### src/design/obm_pkg.sv
package obm_pkg;

    // Fixed page geometry and address room for the largest store
    localparam int PAGE_BYTES  = 8;
    localparam int ADDR_W      = 7;
    localparam int QUEUE_DEPTH = 4;

    // Function command codes
    localparam logic [7:0] CMD_READ_SP  = 8'hBE;
    localparam logic [7:0] CMD_WRITE_SP = 8'h4E;
    localparam logic [7:0] CMD_COPY_SP  = 8'h48;
    localparam logic [7:0] CMD_RECALL   = 8'hB8;
    localparam logic [7:0] CMD_CONV_T   = 8'h44;
    localparam logic [7:0] CMD_CONV_V   = 8'hB4;

    // Configuration register indexes
    localparam logic [1:0] REG_TEMP = 2'd0;
    localparam logic [1:0] REG_CURR = 2'd1;
    localparam logic [1:0] REG_VAD  = 2'd2;
    localparam logic [1:0] REG_VDD  = 2'd3;

    // Temperature limits in 1/256 degC
    localparam logic signed [15:0] T_MAX = 16'sd32000;
    localparam logic signed [15:0] T_MIN = -16'sd14080;

    // Reset value of page 0 byte 0
    localparam logic [7:0] CTL0_RESET = 8'h03;

    typedef enum logic [1:0] {
        JOB_READ,
        JOB_WRITE,
        JOB_CONV_V,
        JOB_ERROR
    } t_job_op;

    typedef struct packed {
        t_job_op             op;
        logic [ADDR_W-1:0]   addr;
        logic [7:0]          data;
    } t_job;

    typedef struct packed {
        logic signed [15:0] temperature_q8;
        logic signed [9:0]  current_reading;
        logic [9:0]         vad_voltage;
        logic [9:0]         vdd_voltage;
    } t_cfg;

    // One byte of the reflected CRC8 (x^8+x^5+x^4+1)
    function automatic logic [7:0] crc8_step(input logic [7:0] crc, input logic [7:0] b);
        logic [7:0] c;
        c = crc ^ b;
        for (int i = 0; i < 8; i++) begin
            c = c[0] ? ((c >> 1) ^ 8'h8C) : (c >> 1);
        end
        return c;
    endfunction

endpackage

### src/design/obm_if.sv
interface obm_in_if;
    logic       valid;
    logic       ready;
    logic       req_type;
    logic [7:0] rx_byte;

    modport source (output valid, output req_type, output rx_byte, input ready);
    modport sink   (input valid, input req_type, input rx_byte, output ready);
endinterface

interface obm_out_if;
    logic       valid;
    logic       ready;
    logic [7:0] tx_byte;
    logic       is_error;
    logic       last_of_run;

    modport source (output valid, output tx_byte, output is_error, output last_of_run,
                    input ready);
    modport sink   (input valid, input tx_byte, input is_error, input last_of_run,
                    output ready);
endinterface

interface obm_cfg_if;
    logic        valid;
    logic        ready;
    logic [1:0]  index;
    logic [15:0] data;

    modport source (output valid, output index, output data, input ready);
    modport sink   (input valid, input index, input data, output ready);
endinterface

### src/design/obm_front.sv
module obm_front #(
    parameter int PAGES = 8
) (
    input  logic         i_clk,
    input  logic         i_rst_n,
    obm_in_if.sink       i_in,
    input  logic         i_q_full,
    output logic         o_push,
    output obm_pkg::t_job o_job
);
    import obm_pkg::*;

    typedef enum logic [1:0] {PH_CMD, PH_PAGE, PH_WRITE, PH_IDLE} t_phase;
    typedef enum logic [2:0] {PC_NONE, PC_READ, PC_WRITE, PC_COPY, PC_RECALL} t_pend;

    t_phase            r_phase, n_phase;
    t_pend             r_pend, n_pend;
    logic [ADDR_W-1:0] r_base, n_base;
    logic [2:0]        r_wcnt, n_wcnt;

    logic              w_accept;
    logic [ADDR_W-1:0] w_page_base;
    logic [ADDR_W-1:0] w_wr_addr;

    assign i_in.ready  = !i_q_full;
    assign w_accept    = i_in.valid && !i_q_full;
    assign w_page_base = ADDR_W'({i_in.rx_byte, 3'b000});
    assign w_wr_addr   = r_base | ADDR_W'(r_wcnt);

    // Classify the incoming word and hand work to the back end
    always_comb begin
        n_phase = r_phase;
        n_pend  = r_pend;
        n_base  = r_base;
        n_wcnt  = r_wcnt;
        o_push  = 1'b0;
        o_job   = '{op: JOB_WRITE, addr: w_wr_addr, data: i_in.rx_byte};
        if (w_accept) begin
            if (i_in.req_type) begin
                n_phase = PH_CMD;
            end else begin
                unique case (r_phase)
                    PH_CMD: begin
                        unique case (i_in.rx_byte)
                            CMD_READ_SP: begin
                                n_pend  = PC_READ;
                                n_phase = PH_PAGE;
                            end
                            CMD_WRITE_SP: begin
                                n_pend  = PC_WRITE;
                                n_phase = PH_PAGE;
                            end
                            CMD_COPY_SP: begin
                                n_pend  = PC_COPY;
                                n_phase = PH_PAGE;
                            end
                            CMD_RECALL: begin
                                n_pend  = PC_RECALL;
                                n_phase = PH_PAGE;
                            end
                            CMD_CONV_T: begin
                                n_phase = PH_IDLE;
                            end
                            CMD_CONV_V: begin
                                o_push   = 1'b1;
                                o_job.op = JOB_CONV_V;
                                n_phase  = PH_IDLE;
                            end
                            default: begin
                                o_push   = 1'b1;
                                o_job.op = JOB_ERROR;
                                n_phase  = PH_IDLE;
                            end
                        endcase
                    end
                    PH_PAGE: begin
                        n_phase = PH_IDLE;
                        if (32'(i_in.rx_byte) < PAGES) begin
                            n_base = w_page_base;
                            if (r_pend == PC_READ) begin
                                o_push     = 1'b1;
                                o_job.op   = JOB_READ;
                                o_job.addr = w_page_base;
                            end else if (r_pend == PC_WRITE) begin
                                n_wcnt  = 3'd0;
                                n_phase = PH_WRITE;
                            end
                        end
                    end
                    PH_WRITE: begin
                        // page 0 bytes 1..6 are read-only: drop the data
                        o_push = !(w_wr_addr >= ADDR_W'(1) && w_wr_addr <= ADDR_W'(6));
                        n_wcnt = r_wcnt + 3'd1;
                        if (r_wcnt == 3'(PAGE_BYTES - 1)) begin
                            n_phase = PH_IDLE;
                        end
                    end
                    PH_IDLE: begin
                        n_phase = PH_IDLE;
                    end
                endcase
            end
        end
    end

    always_ff @(posedge i_clk) begin
        if (!i_rst_n) begin
            r_phase <= PH_CMD;
            r_pend  <= PC_NONE;
            r_base  <= '0;
            r_wcnt  <= '0;
        end else begin
            r_phase <= n_phase;
            r_pend  <= n_pend;
            r_base  <= n_base;
            r_wcnt  <= n_wcnt;
        end
    end

endmodule

### src/design/obm_queue.sv
module obm_queue (
    input  logic          i_clk,
    input  logic          i_rst_n,
    input  logic          i_push,
    input  obm_pkg::t_job i_job,
    output logic          o_full,
    input  logic          i_pop,
    output logic          o_empty,
    output obm_pkg::t_job o_head
);
    import obm_pkg::*;

    localparam int QW = $clog2(QUEUE_DEPTH);

    t_job          r_slot [QUEUE_DEPTH];
    logic [QW-1:0] r_wr, r_rd;
    logic [QW:0]   r_count;

    assign o_full  = (r_count == (QW+1)'(QUEUE_DEPTH));
    assign o_empty = (r_count == '0);
    assign o_head  = r_slot[r_rd];

    // Store pushed jobs
    always_ff @(posedge i_clk) begin
        if (i_push) begin
            r_slot[r_wr] <= i_job;
        end
    end

    // Advance pointers and fill count
    always_ff @(posedge i_clk) begin
        if (!i_rst_n) begin
            r_wr    <= '0;
            r_rd    <= '0;
            r_count <= '0;
        end else begin
            if (i_push) begin
                r_wr <= r_wr + QW'(1);
            end
            if (i_pop) begin
                r_rd <= r_rd + QW'(1);
            end
            if (i_push && !i_pop) begin
                r_count <= r_count + (QW+1)'(1);
            end else if (!i_push && i_pop) begin
                r_count <= r_count - (QW+1)'(1);
            end
        end
    end

endmodule

### src/design/obm_back.sv
module obm_back #(
    parameter int PAGES = 8
) (
    input  logic          i_clk,
    input  logic          i_rst_n,
    input  obm_pkg::t_cfg i_cfg,
    input  logic          i_empty,
    input  obm_pkg::t_job i_head,
    output logic          o_pop,
    obm_out_if.source     o_out
);
    import obm_pkg::*;

    localparam int DEPTH = PAGES * PAGE_BYTES;
    localparam int AW    = $clog2(DEPTH);

    typedef enum logic {B_IDLE, B_READ} t_state;

    t_state          r_state, n_state;
    logic [AW-1:0]   r_idx, n_idx;
    logic [3:0]      r_cnt, n_cnt;
    logic [7:0]      r_crc, n_crc;
    logic [7:0]      r_ctl0, n_ctl0;
    logic [9:0]      r_volt, n_volt;
    logic [DEPTH-1:0] r_valid;
    logic            r_ov, n_ov;
    logic [7:0]      r_otx, n_otx;
    logic            r_oerr, n_oerr;
    logic            r_olast, n_olast;

    logic [7:0]      r_mem [DEPTH];
    logic [7:0]      r_rd_data;

    logic            w_we;
    logic [AW-1:0]   w_head_addr;
    logic            w_out_free;
    logic signed [15:0] w_temp;
    logic [15:0]     w_curr;
    logic [7:0]      w_byte;

    assign w_head_addr = i_head.addr[AW-1:0];
    assign w_out_free  = !r_ov || o_out.ready;

    // Clamp temperature, sign-extend current
    always_comb begin
        if (i_cfg.temperature_q8 > T_MAX) begin
            w_temp = T_MAX;
        end else if (i_cfg.temperature_q8 < T_MIN) begin
            w_temp = T_MIN;
        end else begin
            w_temp = i_cfg.temperature_q8;
        end
        w_curr = {{6{i_cfg.current_reading[9]}}, i_cfg.current_reading};
    end

    // Page byte at the read index, with page 0 mirrors
    always_comb begin
        case (r_idx)
            AW'(0): w_byte = r_ctl0;
            AW'(1): w_byte = w_temp[7:0] & 8'hF8;
            AW'(2): w_byte = w_temp[15:8];
            AW'(3): w_byte = r_volt[7:0];
            AW'(4): w_byte = {6'b0, r_volt[9:8]};
            AW'(5): w_byte = w_curr[7:0];
            AW'(6): w_byte = w_curr[15:8];
            default: w_byte = r_valid[r_idx] ? r_rd_data : 8'h00;
        endcase
    end

    // Execute jobs and stream page reads
    always_comb begin
        n_state = r_state;
        n_idx   = r_idx;
        n_cnt   = r_cnt;
        n_crc   = r_crc;
        n_ctl0  = r_ctl0;
        n_volt  = r_volt;
        n_ov    = r_ov && !o_out.ready;
        n_otx   = r_otx;
        n_oerr  = r_oerr;
        n_olast = r_olast;
        o_pop   = 1'b0;
        w_we    = 1'b0;
        unique case (r_state)
            B_IDLE: begin
                if (!i_empty) begin
                    unique case (i_head.op)
                        JOB_READ: begin
                            o_pop   = 1'b1;
                            n_idx   = w_head_addr;
                            n_cnt   = 4'd0;
                            n_crc   = 8'h00;
                            n_state = B_READ;
                        end
                        JOB_WRITE: begin
                            o_pop = 1'b1;
                            w_we  = 1'b1;
                            if (w_head_addr == AW'(0)) begin
                                n_ctl0 = i_head.data;
                            end
                        end
                        JOB_CONV_V: begin
                            o_pop  = 1'b1;
                            n_volt = r_ctl0[3] ? i_cfg.vdd_voltage : i_cfg.vad_voltage;
                        end
                        JOB_ERROR: begin
                            if (w_out_free) begin
                                o_pop   = 1'b1;
                                n_ov    = 1'b1;
                                n_otx   = 8'h00;
                                n_oerr  = 1'b1;
                                n_olast = 1'b1;
                            end
                        end
                    endcase
                end
            end
            B_READ: begin
                if (w_out_free) begin
                    n_ov   = 1'b1;
                    n_oerr = 1'b0;
                    if (r_cnt == 4'(PAGE_BYTES)) begin
                        n_otx   = r_crc;
                        n_olast = 1'b1;
                        n_state = B_IDLE;
                    end else begin
                        n_otx   = w_byte;
                        n_olast = 1'b0;
                        n_crc   = crc8_step(r_crc, w_byte);
                        n_cnt   = r_cnt + 4'd1;
                        if (r_cnt < 4'(PAGE_BYTES - 1)) begin
                            n_idx = r_idx + AW'(1);
                        end
                    end
                end
            end
        endcase
    end

    // Page memory: read data follows the next index
    always_ff @(posedge i_clk) begin
        if (w_we) begin
            r_mem[w_head_addr] <= i_head.data;
        end
        r_rd_data <= r_mem[n_idx];
    end

    always_ff @(posedge i_clk) begin
        if (!i_rst_n) begin
            r_state <= B_IDLE;
            r_idx   <= '0;
            r_cnt   <= '0;
            r_crc   <= '0;
            r_ctl0  <= CTL0_RESET;
            r_volt  <= '0;
            r_valid <= '0;
            r_ov    <= 1'b0;
        end else begin
            r_state <= n_state;
            r_idx   <= n_idx;
            r_cnt   <= n_cnt;
            r_crc   <= n_crc;
            r_ctl0  <= n_ctl0;
            r_volt  <= n_volt;
            r_ov    <= n_ov;
            if (w_we) begin
                r_valid[w_head_addr] <= 1'b1;
            end
        end
        r_otx   <= n_otx;
        r_oerr  <= n_oerr;
        r_olast <= n_olast;
    end

    assign o_out.valid       = r_ov;
    assign o_out.tx_byte     = r_otx;
    assign o_out.is_error    = r_oerr;
    assign o_out.last_of_run = r_olast;

endmodule

### src/design/onewire_battery_monitor_slave.sv
// Function-command layer of a 1-Wire battery-monitor slave. Each input word is a
// received bus byte or a bus reset; the front end takes one word per cycle while
// its four-entry job queue has room, so bus bytes wait on a page read in progress
// only when the queue is full. The back end drains the queue: a write or Convert V
// job is done on its pop, an error job when output is free, and a Read Scratchpad
// job loads its start index, then sends the eight page bytes and the CRC8 at one per
// cycle, the CRC updated a byte per cycle, slowed only by a held output word. Page 0
// bytes 0, 3 and 4 live in registers and 1, 2, 5 and 6 mirror the configuration
// registers; the other bytes are in a PAGES*8 byte memory with a valid bit per byte,
// unwritten bytes reading as zero. Configuration writes are taken every cycle.
module onewire_battery_monitor_slave #(
    parameter int PAGES = 8
) (
    input  logic       i_clk,
    input  logic       i_rst_n,
    obm_in_if.sink     i_in,
    obm_out_if.source  o_out,
    obm_cfg_if.sink    i_cfg
);
    import obm_pkg::*;

    t_cfg r_cfg;
    logic w_push, w_pop, w_q_full, w_q_empty;
    t_job w_job, w_head;

    assign i_cfg.ready = 1'b1;

    // Hold configuration registers
    always_ff @(posedge i_clk) begin
        if (!i_rst_n) begin
            r_cfg <= '0;
        end else if (i_cfg.valid) begin
            unique case (i_cfg.index)
                REG_TEMP: r_cfg.temperature_q8  <= i_cfg.data;
                REG_CURR: r_cfg.current_reading <= i_cfg.data[9:0];
                REG_VAD:  r_cfg.vad_voltage     <= i_cfg.data[9:0];
                REG_VDD:  r_cfg.vdd_voltage     <= i_cfg.data[9:0];
                default:  r_cfg <= r_cfg;
            endcase
        end
    end

    obm_front #(.PAGES(PAGES)) u_front (
        .i_clk    (i_clk),
        .i_rst_n  (i_rst_n),
        .i_in     (i_in),
        .i_q_full (w_q_full),
        .o_push   (w_push),
        .o_job    (w_job)
    );

    obm_queue u_queue (
        .i_clk   (i_clk),
        .i_rst_n (i_rst_n),
        .i_push  (w_push),
        .i_job   (w_job),
        .o_full  (w_q_full),
        .i_pop   (w_pop),
        .o_empty (w_q_empty),
        .o_head  (w_head)
    );

    obm_back #(.PAGES(PAGES)) u_back (
        .i_clk   (i_clk),
        .i_rst_n (i_rst_n),
        .i_cfg   (r_cfg),
        .i_empty (w_q_empty),
        .i_head  (w_head),
        .o_pop   (w_pop),
        .o_out   (o_out)
    );

`ifndef SYNTH
    a_no_overflow: assert property (@(posedge i_clk) disable iff (!i_rst_n)
        !(w_push && w_q_full))
        else $error("job pushed into a full queue");

    a_no_pop_empty: assert property (@(posedge i_clk) disable iff (!i_rst_n)
        !(w_pop && w_q_empty))
        else $error("job popped from an empty queue");

    a_reset_no_job: assert property (@(posedge i_clk) disable iff (!i_rst_n)
        (i_in.valid && i_in.ready && i_in.req_type) |-> !w_push)
        else $error("bus reset produced a job");

    a_error_word: assert property (@(posedge i_clk) disable iff (!i_rst_n)
        (o_out.valid && o_out.is_error) |-> (o_out.tx_byte == 8'h00 && o_out.last_of_run))
        else $error("error word malformed");
`endif

endmodule

### src/flat_wrapper.sv
// flat-port wrapper written by rule: the top's interface ports become plain ports
module onewire_battery_monitor_slave_flat import obm_pkg::*;
#(
    parameter int PAGES = 8
)
  (i_clk, i_rst_n, i_in_valid, i_in_req_type, i_in_rx_byte, i_in_ready, o_out_valid, o_out_tx_byte, o_out_is_error, o_out_last_of_run, o_out_ready, i_cfg_valid, i_cfg_index, i_cfg_data, i_cfg_ready);
  obm_in_if i_in_i ();
  obm_out_if o_out_i ();
  obm_cfg_if i_cfg_i ();
  input  logic i_clk;
  input  logic i_rst_n;
  input wire logic [$bits(i_in_i.valid)-1:0] i_in_valid;
  input wire logic [$bits(i_in_i.req_type)-1:0] i_in_req_type;
  input wire logic [$bits(i_in_i.rx_byte)-1:0] i_in_rx_byte;
  output wire logic [$bits(i_in_i.ready)-1:0] i_in_ready;
  output wire logic [$bits(o_out_i.valid)-1:0] o_out_valid;
  output wire logic [$bits(o_out_i.tx_byte)-1:0] o_out_tx_byte;
  output wire logic [$bits(o_out_i.is_error)-1:0] o_out_is_error;
  output wire logic [$bits(o_out_i.last_of_run)-1:0] o_out_last_of_run;
  input wire logic [$bits(o_out_i.ready)-1:0] o_out_ready;
  input wire logic [$bits(i_cfg_i.valid)-1:0] i_cfg_valid;
  input wire logic [$bits(i_cfg_i.index)-1:0] i_cfg_index;
  input wire logic [$bits(i_cfg_i.data)-1:0] i_cfg_data;
  output wire logic [$bits(i_cfg_i.ready)-1:0] i_cfg_ready;
  assign i_in_i.valid = i_in_valid;
  assign i_in_i.req_type = i_in_req_type;
  assign i_in_i.rx_byte = i_in_rx_byte;
  assign i_in_ready = i_in_i.ready;
  assign o_out_valid = o_out_i.valid;
  assign o_out_tx_byte = o_out_i.tx_byte;
  assign o_out_is_error = o_out_i.is_error;
  assign o_out_last_of_run = o_out_i.last_of_run;
  assign o_out_i.ready = o_out_ready;
  assign i_cfg_i.valid = i_cfg_valid;
  assign i_cfg_i.index = i_cfg_index;
  assign i_cfg_i.data = i_cfg_data;
  assign i_cfg_ready = i_cfg_i.ready;
  onewire_battery_monitor_slave #(.PAGES(PAGES)) u_core (.i_clk(i_clk), .i_rst_n(i_rst_n), .i_in(i_in_i), .o_out(o_out_i), .i_cfg(i_cfg_i));
endmodule
### config.mk
export PLATFORM = sky130hd
export DESIGN_NAME = onewire_battery_monitor_slave_flat
export DESIGN_NICKNAME = d
export VERILOG_FILES = /design/src/design/obm_pkg.sv /design/src/design/obm_if.sv /design/src/design/obm_front.sv /design/src/design/obm_queue.sv /design/src/design/obm_back.sv /design/src/design/onewire_battery_monitor_slave.sv /design/src/flat_wrapper.sv
export SDC_FILE = /design/constraint.sdc
export NUM_CORES = 1
export LEC_CHECK = 0
export BUFFER_PORTS_ARGS = -buffer_cell sky130_fd_sc_hd__clkbuf_2
export CORE_UTILIZATION = 45
export DETAILED_ROUTE_END_ITERATION = 8
export SYNTH_ARGS = -nofsm -noshare
export SYNTH_HDL_FRONTEND = slang
export SYNTH_SLANG_ARGS = --single-unit
### constraint.sdc
create_clock -name i_clk -period 4.13 [get_ports i_clk]
set_clock_uncertainty 0.2 [all_clocks]
set_input_delay 0.2065 -clock i_clk [delete_from_list [all_inputs] [get_ports i_clk]]
set_output_delay 0.2065 -clock i_clk [all_outputs]
set_load 0.1 [all_outputs]
==> impl_metrics.py <==
metrics = {
    "global_routing": {
        "grt_pass1_vias": 20519,
        "grt_use_total": 0.2339,
        "grt_first_pass_wirelength_mm": 123.5,
        "grt_max_degree": 79,
        "overflow": 0,
        "antenna_found_initial": 2,
    },
    "min_path": {
        "hold_depth": 3,
        "whs_endpoint": "u_core.u_front.r_phase[1]$_SDFFE_PN0P_",
        "worstHoldStart": "i_in_req_type",
        "worstHoldPathType": "in -> reg",
    },
    "floorplanning": {
        "die-height_um": 264.0,
        "die_area_um2": 69670,
        "ios": 45,
        "row_count": 95,
        "start_util": 0.4574,
        "die_x_um": 264.0,
        "core_um2": 67510,
    },
    "critical_path": {
        "cp_slowest_cell": "mux4_2",
        "cp.required_ns": 4.50,
        "crit_top_cell": "buf_12",
        "slowest_delay_ns": 0.57,
        "critPathTopFamily": "compound AO/OA/AOI/OAI gates",
        "crit_type": "reg -> reg",
        "critPathMaxFanout": 42,
        "start_kind": "flip-flop",
        "reg2reg_slack_ns": 0.18,
        "worst-path-buf-inv": 3,
        "cp-end-kind": "flip-flop",
        "timing.rr.end": "u_core.u_back.r_rd_data[7]$_DFF_P_",
        "crit_arrival_ns": 4.32,
        "worst-r2r-cell-count": 13,
        "path_cells": "mux4_2 > nor2_4 > nand2_4 > a221oi_4 > buf_12 > and2_4 > buf_12 > buf_12 > nand2_1 > a311oi_2 > nor2_1 > a21oi_2 > or4_1",
    },
    "power": {
        "internal_power_mw": 16.41,
        "p_seq_frac": 0.367,
        "sw_frac_of_total": 0.3657,
        "leakagePower_nw": 12.56,
        "combPwrFrac": 0.357,
        "peakVddDrop_v": 0.0003520,
        "p_switching_mw": 9.461,
        "p_clk_frac": 0.276,
        "power_density_nw_per_um2": 717.3,
    },
    "timing": {
        "slew_violations": 0,
        "rsz0062_at_grt": "no",
        "timing.final.crit_share": 0.9576,
        "hold_viol_final": 0,
        "slew_headroom": 0.2883,
        "worst_pin_slew_ns": 1.064,
        "whs_ns": 0.1918,
        "period_needed_ns": 3.955,
        "max_clock_freq_ghz": 0.2528,
        "setup_violations": 0,
    },
    "yosys": {
        "synthesis.area_um2": 30880,
        "synth_cell_type_count": 65,
        "synthCells": 2475,
        "synth_top_area_frac": 0.5699,
        "synthAdderAreaFrac": 0.007131,
        "ys_top_cells_by_area": "edfxtp_1 57%, dfxtp_1 11%, nand2_1 5.3%",
        "ys_seq_area_frac": 0.6846,
        "synth_fp_nets": 2524,
        "synth_compound_area_frac": 0.09761,
        "synth_edf_count": 586,
        "yosysTopAreaCell": "edfxtp_1",
        "synthSimpleGateAreaFrac": 0.1320,
        "ys_warn_count": 0,
        "synthMuxAreaShare": 0.04619,
        "async_flop_share": 0,
        "synth_flop_cell": "edfxtp_1",
        "syn_avg_cell_area_um2": 12.48,
        "synth_xor_xnor_area_share": 0.008793,
        "ys_ff_latch": 763,
        "synth_top_family_by_area": "simple AND/OR/NAND/NOR gates",
    },
    "cts": {
        "tritoncts": "yes",
        "cts_root_buf": "clkbuf_16",
        "numCtsBuffers": 80,
        "clkLatencyLatePin_ns": 0.63,
        "htree_levels": 3,
        "clock_path_buffers": 3,
        "clkTransAtPathRegs_ns": 0.06,
        "cts.sinks": 763,
    },
    "status": {
        "status": "finished, final reports clean",
    },
    "final_layout": {
        "layout.nets": 2685,
        "final_cells": 3574,
        "final_cell_mix": "586 x edfxtp_1, 436 x nand2_1, 302 x nor2_1",
        "area_delta_synth_final_pct": 16.81,
        "fill_cells": 5669,
        "final_layout_size_suffix_gt1_frac": 0.1449,
        "final_core_util": 0.5342,
        "layout_commonest_cell": "edfxtp_1",
    },
    "detailed_routing": {
        "drt_iter0_drc": 1779,
        "vias": 20569,
        "antenna_left": 0,
        "wl_per_cell_um": 22.79,
        "dr.pass1.iters": 7,
        "avgViaCountPerCell": 5.755,
        "finalWirelength_mm": 81.45,
        "drc_errors": 0,
    },
    "place": {
        "place.gp.congestion": 0.8649,
        "port_buffers": 43,
        "dp_hpwl_mm": 51.03,
        "place_inst": 3379,
    },
    "run": {
        "cap_violations": 0,
    },
}
-- how the worst max path moves through the flow --
| stage | end | depth (start not counted) | slack, ns | start |
|---|---|---|---|---|
| floorplan | u_core.u_back.r_rd_data[0]$_DFF_P_ | 12 | 0.48 | u_core.u_back.o_out.valid$_SDFF_PN0_ |
| global placement | u_core.u_back.r_rd_data[7]$_DFF_P_ | 11 | -0.07 | flip-flop |
| detailed placement | u_core.u_back.r_rd_data[7]$_DFF_P_ | 11 | -0.13 | flip-flop |
| CTS | u_core.u_back.r_rd_data[0]$_DFF_P_ | 13 | 0.02 | flip-flop |
| global route | u_core.u_back.r_rd_data[7]$_DFF_P_ | 13 | 0.02 | flip-flop |
| finish | u_core.u_back.r_rd_data[7]$_DFF_P_ | 13 | 0.18 | flip-flop |
-- cell usage after synthesis, types with 6 or more instances --
cell and number:
edfxtp_1 586, nand2_1 437, nor2_1 304, dfxtp_1 177
a21oi_1 155, clkbuf_1 105, a211oi_1 80, a311oi_1 67
and3_1 67, mux2i_1 66, nand3_1 50, a32oi_1 36
a22oi_1 35, mux4_2 32, buf_2 23, o21ai_0 21
buf_1 19, inv_1 19, xnor2_1 18, ha_1 16
and2_1 14, xor2_1 13, nor3_1 11, or4_1 10
a21oi_2 8, nand3b_1 7, nor2b_1 7, nand2b_1 6
nor4_1 6
-- tightest hold or removal path, stage by stage --
cell and delay, ns:
dlygate4sd3_1 0.52, clkbuf_2 0.13, a311oi_1 0.09
-- timing repair --
action                                 4_1_cts  5_1_grt
gates resized for setup                      7       11
hold buffers                                43        0
endpoints found under the hold margin      120        0
pin swaps                                    0        5
setup endpoints to repair                    5        8
buffers inserted                             0        5
-- sequential cells by signal, indices dropped and copies added (netlist names), 6 cells and up, named ones only --
name / cells
u_core.u_back.r_valid: 64
u_core.u_back.o_out.tx_byte: 8
u_core.u_back.r_rd_data: 8
u_core.u_back.r_volt: 10
u_core.u_back.r_crc: 8
u_core.u_back.r_ctl0: 8
u_core.u_queue.r_slot: 64
u_core.u_back.r_mem: 512
u_core.r_cfg: 46
u_core.u_back.r_idx: 6
-- per-layer routing --
metal	global-route usage	up-vias	share of wire
met5	0	-	0.00012
met1	0.3109	10294	0.43
met4	0.07715	2	0.031
met2	0.3863	644	0.48
met3	0.04390	147	0.060
li1	-	9482	-
-- power groups by stage --
stage                     sequential [mW]  combinational (mW)  clock (mW)
after CTS                            9.48                9.12        7.26
after global placement               9.63                8.91           0
final                                9.49                9.25        7.14
after detailed placement             9.64                9.02           0
after global routing                 9.52                9.94        7.53
after floorplan                      9.77                5.46           0
-- final cells by class --
type / instances / area, um^2 / area share
diodes: 2 / 5.005 / 0.0001388
clock inverters: 37 / 344.1 / 0.009539
multi-input cells: 1538 / 9136 / 0.2533
inverters: 20 / 77.57 / 0.002151
repair buffers: 233 / 2011 / 0.05574
clock buffers: 108 / 2262 / 0.06272
flip-flops and latches: 763 / 21140 / 0.5861
well taps: 873 / 1092 / 0.03028
-- logic make-up (layout without fill, tap and decap cells) --
family,Yosys count,count (layout)
xor gates and xnor gates,31,31
other,1,3
and+or+nand+nor,950,950
buffers and inverters,174,398
AOI/OAI and AO/OA,437,437
muxes,102,102
adders and majority gates,17,17
DFF,763,763
-- through the flow --
| step | worst slack [ns] | total power, mW | area [um^2] | TNS, ns |
|---|---|---|---|---|
| 2_1_floorplan | 0.4800 | 15.23 | 30880 | 0 |
| 3_3_place_gp | -0.06720 | 18.54 | 32900 | -0.06720 |
| 3_5_place_dp | -0.1304 | 18.66 | 32900 | -0.2112 |
| 4_1_cts | 0.02224 | 25.86 | 35970 | 0 |
| 5_1_grt | 0.01530 | 26.98 | 36060 | 0 |
| 6_report | 0.1751 | 25.87 | 36070 | 0 |
Note: power is estimated with default switching activity, not from simulation.
